File: src/hdl/oedm_pkg.sv
// Package with the shared types and constants of the one-edit dictionary match core.
`default_nettype none
package oedm_pkg;
   localparam int DictDepth  = 1024;
   localparam int MaxLen     = 15;
   localparam int MaxMatches = 63;
   localparam int CntW   = $clog2(DictDepth + 1);
   localparam int IdxW   = $clog2(DictDepth);
   localparam int PosW   = $clog2(MaxLen + 1);
   localparam int CharW  = $clog2(MaxLen);
   localparam int AddrW  = $clog2(DictDepth * MaxLen);
   localparam int McntW  = $clog2(MaxMatches + 1);
   localparam int MidxW  = (MaxMatches > 1) ? $clog2(MaxMatches) : 1;

   localparam logic [1:0] ACT_DICT  = 2'd0;
   localparam logic [1:0] ACT_QUERY = 2'd1;
   localparam logic [1:0] ACT_CLEAR = 2'd2;

   localparam logic [1:0] KIND_MATCH   = 2'd0;
   localparam logic [1:0] KIND_VERDICT = 2'd1;
   localparam logic [1:0] KIND_LOAD    = 2'd2;

   localparam logic [1:0] ST_OK    = 2'd0;
   localparam logic [1:0] ST_TRUNC = 2'd1;
   localparam logic [1:0] ST_FULL  = 2'd2;

   typedef struct packed {
      logic [1:0] action;
      logic [7:0] ch;
      logic       last;
   } cmd_type;

   typedef struct packed {
      logic [1:0]  kind;
      logic [9:0]  entry_index;
      logic        is_correct;
      logic        overflow;
      logic [1:0]  status;
      logic        end_of_run;
   } rsp_type;
endpackage
`default_nettype wire

File: src/hdl/oedm_queue.sv
// Two-entry command queue between the front and the back part.
`default_nettype none
module oedm_queue
   import oedm_pkg::*;
(
   input  wire logic    clock,
   input  wire logic    reset,
   input  wire logic    push,
   input  cmd_type      push_data,
   output logic         full,
   input  wire logic    pop,
   output cmd_type      pop_data,
   output logic         empty
);
   cmd_type    mem_ff [2];
   logic       wp_ff, wp_in, rp_ff, rp_in;
   logic [1:0] cnt_ff, cnt_in;
   logic       do_push, do_pop;

   assign full     = (cnt_ff == 2'd2);
   assign empty    = (cnt_ff == 2'd0);
   assign pop_data = mem_ff[rp_ff];
   assign do_push  = push && !full;
   assign do_pop   = pop && !empty;

   always_comb begin
      wp_in  = wp_ff ^ do_push;
      rp_in  = rp_ff ^ do_pop;
      cnt_in = cnt_ff + {1'b0, do_push} - {1'b0, do_pop};
   end

   always_ff @(posedge clock) begin
      if (reset) begin
         wp_ff  <= 1'b0;
         rp_ff  <= 1'b0;
         cnt_ff <= 2'd0;
      end else begin
         wp_ff  <= wp_in;
         rp_ff  <= rp_in;
         cnt_ff <= cnt_in;
      end
      if (do_push) mem_ff[wp_ff] <= push_data;
   end
endmodule
`default_nettype wire

File: config.mk
export PLATFORM = sky130hd
export DESIGN_NAME = oedm_queue
export DESIGN_NICKNAME = d
export VERILOG_FILES = /design/src/hdl/oedm_pkg.sv /design/src/hdl/oedm_queue.sv
export SDC_FILE = /design/constraint.sdc
export NUM_CORES = 1
export LEC_CHECK = 0
export ABC_AREA = 1
export BUFFER_PORTS_ARGS = -buffer_cell sky130_fd_sc_hd__buf_4
export CAP_MARGIN = 0
export CORE_MARGIN = 2
export CORE_UTILIZATION = 50
export CTS_BUF_LIST = sky130_fd_sc_hd__clkbuf_16
export CTS_CLUSTER_SIZE = 8
export DETAILED_ROUTE_END_ITERATION = 10
export PLACE_DENSITY = 0.83
export SETUP_SLACK_MARGIN = 0.2
export SLEW_MARGIN = 15
export SYNTH_ARGS = -nofsm -noshare
export SYNTH_HDL_FRONTEND = slang
export SYNTH_SLANG_ARGS = --single-unit
File: constraint.sdc
create_clock -name clock -period 1.8 [get_ports clock]
set_input_delay 0.09 -clock clock [delete_from_list [all_inputs] [get_ports clock]]
set_output_delay 0.09 -clock clock [all_outputs]
set_load 0.05 [all_outputs]
# ---- Word-level counts from Yosys, hierarchy flattened
# Memory sizes are Yosys's and may differ from the RTL's. A register that Yosys moved wholly into a read port is not among the register bits.
# Cells that the tools add are included.
dict set report op_classes {
  n_addsub 2
  n_eq_ne 1
  n_mux 3
  bitwise_logic 2
  n_reduce_logical 5
}
# operator n
set ops {}
lappend ops {{$mux 1} 3}
lappend ops {{$add 2x1->2} 1}
lappend ops {{$eq 2x2->1 const B} 1}
lappend ops {{$logic_and 1x1->1} 2}
lappend ops {{$logic_not 1->1} 2}
lappend ops {{$logic_not 2->1} 1}
lappend ops {{$sub 2x1->2} 1}
lappend ops {{$xor 1x1->1} 2}
dict set report word_totals {
  reg_bits 4
  mem_bits_rw 22
  inputBits 15
  output_inout_bits 13
  elab_cells 17
  n_memories 1
}
# name words word_bits rd rd_clocked_by_memory_dff write_ports line_no
set memory_table {}
lappend memory_table {mem_ff 2 11 1 1 1 oedm_queue.sv:15} ;# cmd_type mem_ff [2];

# ---- Depth between registers and ports, before layout
# Gate-level depths: netlist of run 1.
dict set report logic_depth {
  word_depth 5
  ltp_mapped 10
  mapped_depth_nobuf 10
}

# ---- Worst setup path before layout of run 1
# No wires, ideal clock.
dict set report synth_path {
  path_kind {reg-to-reg}
  from {register cnt_ff[0]}
  to {register cnt_ff[1]}
  setup_time_ps 115
  t_arrival_ps 1920
  t_required_ps 1685
  path_slack_ps -235
  stages_incl_launch_ff 10
  path_buffers 0
  period_less_slack_ps 2035
  path_cell_list {dfxtp_1 > nor2_1 > nor2_1 > ha_1 > inv_1 > ha_1 > inv_1 > nand2_1 > a21oi_1 > nor2_1}
}
dict set report synth_via {
  elab_cells_between_ends 8
  cone_classes {add/sub (2); eq/ne (1); reduce/logical (5)}
}
# element line_no
set synth_rtl {}
lappend synth_rtl {{start: declaration} oedm_queue.sv:17} ;# logic [1:0] cnt_ff, cnt_in;
lappend synth_rtl {{start signal: assignment} oedm_queue.sv:40} ;# cnt_ff <= cnt_in;
lappend synth_rtl {{$logic_not 2->1} oedm_queue.sv:21} ;# assign empty = (cnt_ff == 2'd0);
lappend synth_rtl {{net empty} oedm_queue.sv:13} ;# output logic empty
lappend synth_rtl {{$logic_not 1->1} oedm_queue.sv:24} ;# assign do_pop = pop && !empty;
lappend synth_rtl {{$logic_and 1x1->1} oedm_queue.sv:24}
lappend synth_rtl {{$sub 2x1->2} oedm_queue.sv:29} ;# cnt_in = cnt_ff + {1'b0, do_push} - {1'b0, do_pop};
# The timed path passes the listed nets, and every way through them passes these cells.
# A chain may end at the register's enable or synchronous reset.

# ---- Worst setup path in the final report of run 1
dict set report layout_path {
  from {register cnt_ff[1]}
  to {register cnt_ff[1]}
}
dict set report layout_via {
  elab_chain_len 5
  elab_cells_between_ends 8
  cone_classes {add/sub (2); eq/ne (1); reduce/logical (5)}
}
# element line_no
set layout_lines {}
lappend layout_lines {{$eq 2x2->1} oedm_queue.sv:20} ;# assign full = (cnt_ff == 2'd2);
lappend layout_lines {{$logic_not 1->1} oedm_queue.sv:23} ;# assign do_push = push && !full;
lappend layout_lines {{$logic_and 1x1->1} oedm_queue.sv:23}
lappend layout_lines {{$add 2x1->2} oedm_queue.sv:29}
lappend layout_lines {{$sub 2x1->2 *} oedm_queue.sv:29}
# Every way passes the cells marked *; elsewhere a longest branch is shown, timed or not.

==> results.yml, run 1 <==
status:
  status: "complete, no violations"
cts:
  cts_tree: "built"
  cts_sinks: 26
  cts_buffers: 3
  htreeDepth: 1
  postCtsSetupRepairBufs: 0
  root_buffer: "clkbuf_16"
  clkTransAtPathRegs_ns: 0.06
  cts_buffer_depth: 2
  clk_latency_ns: 0.25
pwr:
  p_seq_share_pct: 37.2
  max-vdd-ir-drop_uv: 971.4
  combPwrFrac_pct: 42.6
  p_sw_share_pct: 37.52
  pwr_density_cell_nw_per_um2: 1662
  clkPwrFrac_pct: 20.2
  internal-power_w: 0.001455
  p_leak_nw: 0.5968
  power_switching_w: 0.0008741
yosys:
  synth.distinct_cells: 12
  synth-seq-cells: 26
  synth_area_um2: 1062
  ys.warnings.count: 0
  synth_nets: 88
  ys_seq_area_share_pct: 69.73
  synth_area_per_cell_um2: 15.40
  synthCells: 69
detailed_routing:
  dr.pass1.iters: 4
  wl_per_cell_um: 12.73
  wl_met3_um: 124
  wl_met2_um: 842
  drt-total-wl_um: 1630
  num_vias: 624
  routed.top_layer: "met4"
  via_per_inst: 4.875
  detail_route.iter0.violations: 4
  ant_nets: 0
  drc: 0
  wl_met1_um: 601
hold_path:
  hold_path_startpoint: "push_data[0]"
  min_path_cells: 1
  hold_class: "in -> reg"
  holdPathEnd: "mem_ff[0][0]"
critical_path:
  cp_max_fo: 5
  regToRegStartpoint: "cnt_ff[1]"
  worstRegToRegCells: 10
  worstPathRequired_ns: 1.95
  cp-start-kind: "flop"
  timing.rr.end: "cnt_ff[1]"
  rrSetupSlack_ns: 0.31
  crit_type: "reg -> reg"
  setup.worst_path.end_class: "flop"
  arrival_ns: 1.64
finish:
  nNetsFinal: 121
  area_growth_pct: 31.92
  final_common_cell: "buf_4"
  fin_area_um2: 1401
  num_antenna_cells: 0
  fill_cells: 142
  mostFrequentLayoutCells: "27 x buf_4, 22 x edfxtp_1, 10 x inv_1, 8 x mux2_4, 7 x nor2_1"
  drive_above_1_share_pct: 45.54
  fin_util_pct: 70.71
floorplan:
  fp.coreArea_um2: 1982
  dieArea_um2: 2509
  rows: 16
  top_level_ports: 28
  dieWidth_um: 50.09
  fp.dieH_um: 50.09
  start_util_pct: 53.60
flow_run:
  drv_cap: 0
sta:
  fin_crit_sh_pct: 82.91
  finalCriticalPeriod_ns: 1.492
  tightest_slew_ns: 0.5012
  slew_headroom_pct: 66.58
  max_freq_ghz: 0.6701
  setup_viol: 0
  hold_viol_final: 0
  setup_tns_ns: 0
  slew_violations: 0
  rsz0062_at_grt: "true"
  clock_skew_ns: 0.002464
global_route:
  grt_antenna_before_repair: 0
  grt_max_degree: 15
  grt.total_usage_pct: 14.63
  grt_pass1_vias: 615
  grt_overflow: 0
  grt_pass1_wl_um: 2580
placed_design:
  gp_congestion: 0.7486
  placement.cell_area_um2: 1303
  io_buffer_count: 27
  dp_hpwl_um: 1171
cell usage after synthesis:
| master | instances | area [µm²] |
|---|---|---|
| buf_6 | 1 | 11.26 |
| nand2_1 | 5 | 18.77 |
| a21oi_1 | 1 | 5.000 |
| o21ai_0 | 1 | 5.000 |
| inv_1 | 10 | 37.54 |
| dfxtp_1 | 4 | 80.08 |
| edfxtp_1 | 22 | 660.6 |
| nand3_1 | 2 | 10.01 |
| nor2_1 | 8 | 30.03 |
| ha_1 | 4 | 50.05 |
| mux2_4 | 8 | 120.1 |
| mux2_2 | 3 | 33.78 |
worst max-delay path by stage:
stage                     startpoint            to  slack, ns  cells past startpoint
after floorplan            cnt_ff[0]     cnt_ff[1]       0.20                      9
after global placement     cnt_ff[1]     cnt_ff[1]       0.27                     10
after detailed placement   cnt_ff[1]     cnt_ff[1]       0.19                     10
after CTS                      rp_ff  pop_data[10]       0.23                      3
after global routing       cnt_ff[1]     cnt_ff[1]       0.18                     10
final                      cnt_ff[1]     cnt_ff[1]       0.31                     10
kinds of logic after synthesis:
logic type,after synthesis,share of synthesized area (%)
flip-flops,26,69.73
AND/OR/NAND/NOR,15,5.536
buffers and inverters,11,4.594
multiplexers,11,14.49
adder cells (fa/ha/maj),4,4.712
AO/OA/AOI/OAI,2,0.9414
state kept, by name (all words and copies together), names as in the netlist:
name	cells
mem_ff	22
rp_ff	1
wp_ff	1
cnt_ff	2
layout make-up:
| type | instances | area [µm²] | area share, % |
|---|---|---|---|
| Multi-Input combinational cell | 32 | 284.0 | 20.27 |
| Sequential cell | 26 | 743.2 | 53.04 |
| Clock inverter | 1 | 3.754 | 0.2679 |
| Tap cell | 27 | 33.78 | 2.411 |
| Timing Repair Buffer | 29 | 224.0 | 15.98 |
| Clock buffer | 3 | 75.07 | 5.357 |
| Inverter | 10 | 37.54 | 2.679 |
critical path: stages, from the launching register on:
cell and delay, ns:
dfxtp_1 0.37, inv_1 0.11, o21ai_2 0.14, ha_1 0.24
inv_1 0.06, ha_1 0.16, inv_1 0.05, nand2_1 0.08
nand3_1 0.08, nand2_1 0.06, nor2_1 0.03
routing by layer:
| layer | vias up | track usage, % |
|---|---|---|
| met4 | 0 | 12.50 |
| met3 | 7 | 4.242 |
| met5 | - | 0 |
| met2 | 22 | 25.00 |
| li1 | 303 | - |
| met1 | 292 | 14.17 |
power groups by stage:
stage	registers, W	clock network (W)	logic [W]
floorplan	0.000850	0	0.000759
global placement	0.000860	0	0.000970
detailed placement	0.000869	0	0.000986
CTS	0.000860	0.000481	0.000998
global route	0.000880	0.000500	0.00105
finish	0.000866	0.000471	0.000992
per-stage QoR:
step	worst slack [ns]	instances	hold slack (ns)	total power (W)
after floorplan	0.2044	69	0.1567	0.001609
after global placement	0.2730	123	0.2623	0.001831
after detailed placement	0.1903	123	0.2638	0.001856
after CTS	0.2298	128	0.01420	0.002339
after global routing	0.1825	128	0.01571	0.002425
final	0.3076	128	0.01741	0.002329
timing repair:
item                       4_1_cts  5_1_grt
setup endpoints to repair        3       15
hold buffers                     1        0
gates resized for setup          2        3
hold endpoints to repair         1        0
gates cloned                     0        0
(Power assumes the default switching activity.)
==> run 2, diff against run 1 <==
==> constraint.sdc (replaced) <==
create_clock -name clock -period 1.5 [get_ports clock]
set_input_delay 0.075 -clock clock [delete_from_list [all_inputs] [get_ports clock]]
set_output_delay 0.075 -clock clock [all_outputs]
set_load 0.05 [all_outputs]
==> run 2 against run 1 <==
  * Global-route usage up 5.7 points
  * Clock-buffer cell count unchanged
  * Non-clock buffer count up 21
  * Combinational power up 100%
  * Final cell count up 16%
  * Critical path type unchanged
==> results.yml, run 2 (same netlist as run 1, synthesis figures left out) <==
status:
  status: "complete, no violations"
finish:
  area_growth_pct: 68.55
  largest_register_ffs: 22
  fin_util_pct: 90.34
  finalNonFillerCells: 149
  mostFrequentLayoutCells: "24 x buf_4, 22 x edfxtp_1, 11 x buf_6, 9 x mux2_4, 8 x dlygate4sd3_1"
  nNetsFinal: 142
  num_antenna_cells: 0
  fill_cells: 70
  regMostFlops: "mem_ff"
  final_common_cell: "buf_4"
  fin_area_um2: 1790
  largestRegisters: "mem_ff: 22 flops, cnt_ff: 2 flops"
  drive_above_1_share_pct: 62.30
floorplan:
  fp.dieH_um: 50.09
  top_level_ports: 28
  rows: 16
  start_util_pct: 53.60
  fp.coreArea_um2: 1982
  dieWidth_um: 50.09
  dieArea_um2: 2509
sta:
  slew_headroom_pct: 87.06
  slew_violations: 0
  setup_viol: 0
  setup_tns_ns: 0
  finalCriticalPeriod_ns: 1.477
  clock_skew_ns: 0.001994
  fin_crit_sh_pct: 98.45
  tightest_slew_ns: 0.1933
  hold_viol_final: 0
  max_freq_ghz: 0.6772
  rsz0062_at_grt: "true"
detailed_routing:
  wl_per_cell_um: 19.76
  num_vias: 772
  dr.pass1.iters: 4
  ant_nets: 0
  detail_route.iter0.violations: 10
  via_per_inst: 5.181
  drt-total-wl_um: 2944
  drc: 0
global_route:
  grt_pass1_vias: 709
  grt_max_degree: 15
  grt_overflow: 0
  grt_pass1_wl_um: 3519
  grt.total_usage_pct: 20.34
  grt_antenna_before_repair: 0
cts:
  cts_tree: "built"
  cts_buffer_depth: 2
  clkTransAtPathRegs_ns: 0.07
  htreeDepth: 1
  cts_buffers: 3
  cts_sinks: 26
  root_buffer: "clkbuf_16"
  clk_latency_ns: 0.26
pwr:
  p_leak_nw: 0.7418
  max-vdd-ir-drop_uv: 1835
  pwr_density_cell_nw_per_um2: 2047
  p_total_w: 0.003666
placed_design:
  gp_congestion: 0.7036
  io_buffer_count: 27
  placement.cell_area_um2: 1319
  dp.cells: 124
  dp_hpwl_um: 1258
critical_path:
  arrival_ns: 1.67
  worstPathRequired_ns: 1.69
  crit_type: "reg -> reg"
  cp-start-kind: "flop"
  setup.worst_path.end_class: "flop"
  cp_max_fo: 5
hold_path:
  hold_class: "in -> reg"
flow_run:
  drv_cap: 0
==> run 2: cell count changes in the layout (fill, tap and decap cells not counted), moves of 3 or more <==
cell	change
buf_12	+3
buf_4	-3
buf_6	+10
buf_8	+3
dfxtp_4	+3
dlygate4sd3_1	+7
ha_1	-4
ha_4	+4
inv_1	-4
inv_2	+4
==> run 2: final timing paths <==
| kind | cells after the start | endpoint | start | slack [ns] |
|---|---|---|---|---|
| worst max register to register | 10 | cnt_ff[1] | cnt_ff[0] | 0.02 |
| worst min-delay path | 1 | mem_ff[0][9] | push_data[9] | 0.0007 |
| worst min register to register | 3 | wp_ff | wp_ff | 0.68 |
| worst max-delay path | 10 | cnt_ff[1] | cnt_ff[0] | 0.02 |
==> run 2: worst max-delay path: stages, from the launching register on <==
cell	delay [ns]
dfxtp_4	0.38
nor2_4	0.14
nor2_4	0.05
ha_4	0.27
inv_4	0.03
ha_4	0.15
inv_2	0.05
nand2_2	0.06
nand3_2	0.07
nand2_1	0.06
nor2_1	0.12
==> run 2: through the flow <==
stage	setup WS (ns)	hold WS [ns]
global placement	0.05154	0.2460
finish	0.02323	0.0007002
CTS	0.08665	0.001282
detailed placement	-0.1132	0.2554
global route	-0.01421	0.001583
floorplan	-0.06204	0.1366
==> run 2: repair_timing <==
item	in CTS	in global routing
setup endpoints to repair	33	36
pin swaps	5	7
hold buffers	6	2
setup buffers	7	5
endpoints found under the hold margin	11	3
cloned	1	0
gates resized for setup	30	19
==> run 2: area by class of cell <==
| class | count | area, µm² | share of cell area (%) |
|---|---|---|---|
| inverter | 10 | 40.04 | 2.236 |
| timing repair buffer | 50 | 516.7 | 28.86 |
| tap | 27 | 33.78 | 1.887 |
| clock buffer | 3 | 75.07 | 4.193 |
| sequential | 26 | 752.0 | 42.00 |
| clock inverter | 1 | 3.754 | 0.2096 |
| multi-input combinational | 32 | 369.1 | 20.61 |
==> run 2: layer usage <==
metal	share of wire (%)	vias to the layer above	GRT usage, %	wire (µm)
li1	-	344	-	-
met1	39	387	21.82	1152
met2	55	37	36.62	1624
met3	4.2	4	3.636	125
met4	1.4	0	12.04	41
met5	0	-	0	0
==> run 2: report_power, final <==
part	internal, W	switching, W	total, W
registers	0.000968	0.000107	0.00108
logic	0.000931	0.00105	0.00198
clock network	0.000357	0.000249	0.000606
==> run 3, diff against run 2 <==
--- a/config.mk
+++ b/config.mk
@@ -9,11 +9,11 @@
 export BUFFER_PORTS_ARGS = -buffer_cell sky130_fd_sc_hd__buf_4
 export CAP_MARGIN = 0
 export CORE_MARGIN = 2
-export CORE_UTILIZATION = 50
+export CORE_UTILIZATION = 25
 export CTS_BUF_LIST = sky130_fd_sc_hd__clkbuf_16
 export CTS_CLUSTER_SIZE = 8
 export DETAILED_ROUTE_END_ITERATION = 10
-export PLACE_DENSITY = 0.83
+export PLACE_DENSITY = 0.51
 export SETUP_SLACK_MARGIN = 0.2
 export SLEW_MARGIN = 15
 export SYNTH_ARGS = -nofsm -noshare
==> run 3 against run 2 <==
  * Clock skew increased by 0.00051 ns
  * Final cell count rose by 7.4%
  * Core utilization down 49 points
  * Critical path type unchanged
  * Critical endpoint unchanged
  * Highest routed layer unchanged
  * Final area down 6.3%
  * Critical path depth stayed put
  * Largest power group unchanged
  * Sequential power is 4% lower
==> results.yml, run 3 (same netlist as run 1, synthesis figures left out) <==
finish:
  regArea_um2: 747.0
  final_common_cell: "edfxtp_1"
  multi_input_area_um2: 366.6
  mostFrequentLayoutCells: "22 x edfxtp_1, 20 x buf_4, 11 x mux2_4, 11 x buf_6, 8 x inv_1"
  largest_register_ffs: 22
  nNetsFinal: 130
  drive_above_1_share_pct: 59.09
  fill_cells: 383
  regMostFlops: "mem_ff"
  num_antenna_cells: 0
  largestRegisters: "mem_ff: 22 flops, cnt_ff: 2 flops"
  area_growth_pct: 57.95
pwr:
  pwr_density_cell_nw_per_um2: 2031
  p_leak_nw: 0.6849
  max-vdd-ir-drop_uv: 1345
  p_total_w: 0.003407
detailed_routing:
  drt-total-wl_um: 1996
  detail_route.iter0.violations: 22
  via_per_inst: 4.175
  drc: 0
  num_vias: 668
  dr.pass1.iters: 4
  ant_nets: 0
  wl_per_cell_um: 12.48
sta:
  tightest_slew_ns: 0.1752
  rsz0062_at_grt: "true"
  setup_slack_ns: 0.04887
  finalCriticalPeriod_ns: 1.451
  slew_violations: 0
  max_freq_ghz: 0.6891
  setup_tns_ns: 0
  setup_viol: 0
  slew_headroom_pct: 88.32
  fin_crit_sh_pct: 96.74
  clock_skew_ns: 0.002507
  hold_viol_final: 0
hold_path:
  min_path_cells: 1
  hold_class: "in -> reg"
  hold_path_startpoint: "push_data[0]"
critical_path:
  cp-start-kind: "flop"
  setup.worst_path.end_class: "flop"
  cp_max_fo: 2
  regToRegStartpoint: "cnt_ff[1]"
  crit_path_start: "cnt_ff[1]"
  cp_cell_sequence: "buf_6, nor2_4, nor2_4, ha_4, inv_2, ha_4, inv_2, nand2_2, a21oi_2, nor2_1"
  slowest_stage: "dfxtp_2"
  worstRegToRegCells: 10
  max_stage_delay_ns: 0.32
  worstPathRequired_ns: 1.65
  arrival_ns: 1.60
  crit_type: "reg -> reg"
cts:
  root_buffer: "clkbuf_16"
  clkTransAtPathRegs_ns: 0.06
  cts_buffer_depth: 2
  cts_buffers: 3
  htreeDepth: 1
  cts_tree: "built"
  clk_latency_ns: 0.25
  cts_sinks: 26
placed_design:
  dp_hpwl_um: 1275
  gp_congestion: 0.7872
  pre_cts_slack_ns: 0.04730
  io_buffer_count: 27
floorplan:
  dieWidth_um: 69.19
  start_util_pct: 26.18
  fp.coreArea_um2: 4058
  rows: 23
  top_level_ports: 28
  dieArea_um2: 4787
  fp.dieH_um: 69.19
global_route:
  grt_pass1_wl_um: 2849
  grt.total_usage_pct: 7.730
  grt_max_degree: 16
  grt_pass1_vias: 653
  grt_overflow: 0
  grt_antenna_before_repair: 0
flow_run:
  drv_cap: 0
status:
  status: "complete, no violations"
==> run 3: cell types whose count changed in the layout (fill, tap and decap cells not counted), sizes merged <==
cell and delta:
bufinv +1, buf -8, dlygate4sd3 -4, inv -1
==> run 3: critical path: cells and delay by family (launching register included) <==
family | cells | cell delay, ns
AO/OA/AOI/OAI | 1 | 0.13
adder cells (fa/ha/maj) | 2 | 0.40
buffers and inverters | 3 | 0.20
flip-flops | 1 | 0.32
AND/OR/NAND/NOR | 4 | 0.30
==> run 3: metrics by stage <==
step,util [%],instance area [µm²],hold WS (ns),cells
after global routing,41.35,1678,0.0003038,160
after floorplan,-,1079,0.1366,69
after CTS,39.13,1588,0.003056,157
after detailed placement,33.58,1363,0.2520,149
final,41.35,1678,0.006485,160
after global placement,33.58,1363,0.2537,149
==> run 3: layout make-up <==
type                    count  share of cell area, %
multi-input cells          32                  21.85
well taps                  50                  3.729
flip-flops and latches     26                  44.52
repair buffers             38                  21.40
inverters                  10                  2.237
clock buffers               3                  4.474
clock inverters             1                  1.790
==> run 3: worst paths after layout <==
check                      end  slack, ns
setup / recovery     cnt_ff[1]       0.05
hold / removal    mem_ff[1][0]      0.006
setup reg to reg     cnt_ff[1]       0.05
hold reg to reg          wp_ff       0.64
==> run 3: metal layers <==
layer	GRT usage, %	share of wire, %
met1	7.821	39
met2	13.57	54
met3	3.198	5.7
met4	3.922	1.7
met5	0	0
==> run 3: power by group <==
part | switching, W | internal [W]
clock | 0.000217 | 0.000530
combinational | 0.000898 | 0.000719
sequential | 0.0000831 | 0.000961
==> run 3: timing repair <==
action / CTS / global route
hold buffers: 2 / 2
pin swaps: 1 / 6
hold endpoints to repair: 4 / 3
setup endpoints to repair: 33 / 34
gates resized for setup: 24 / 13
buffers inserted: 2 / 1
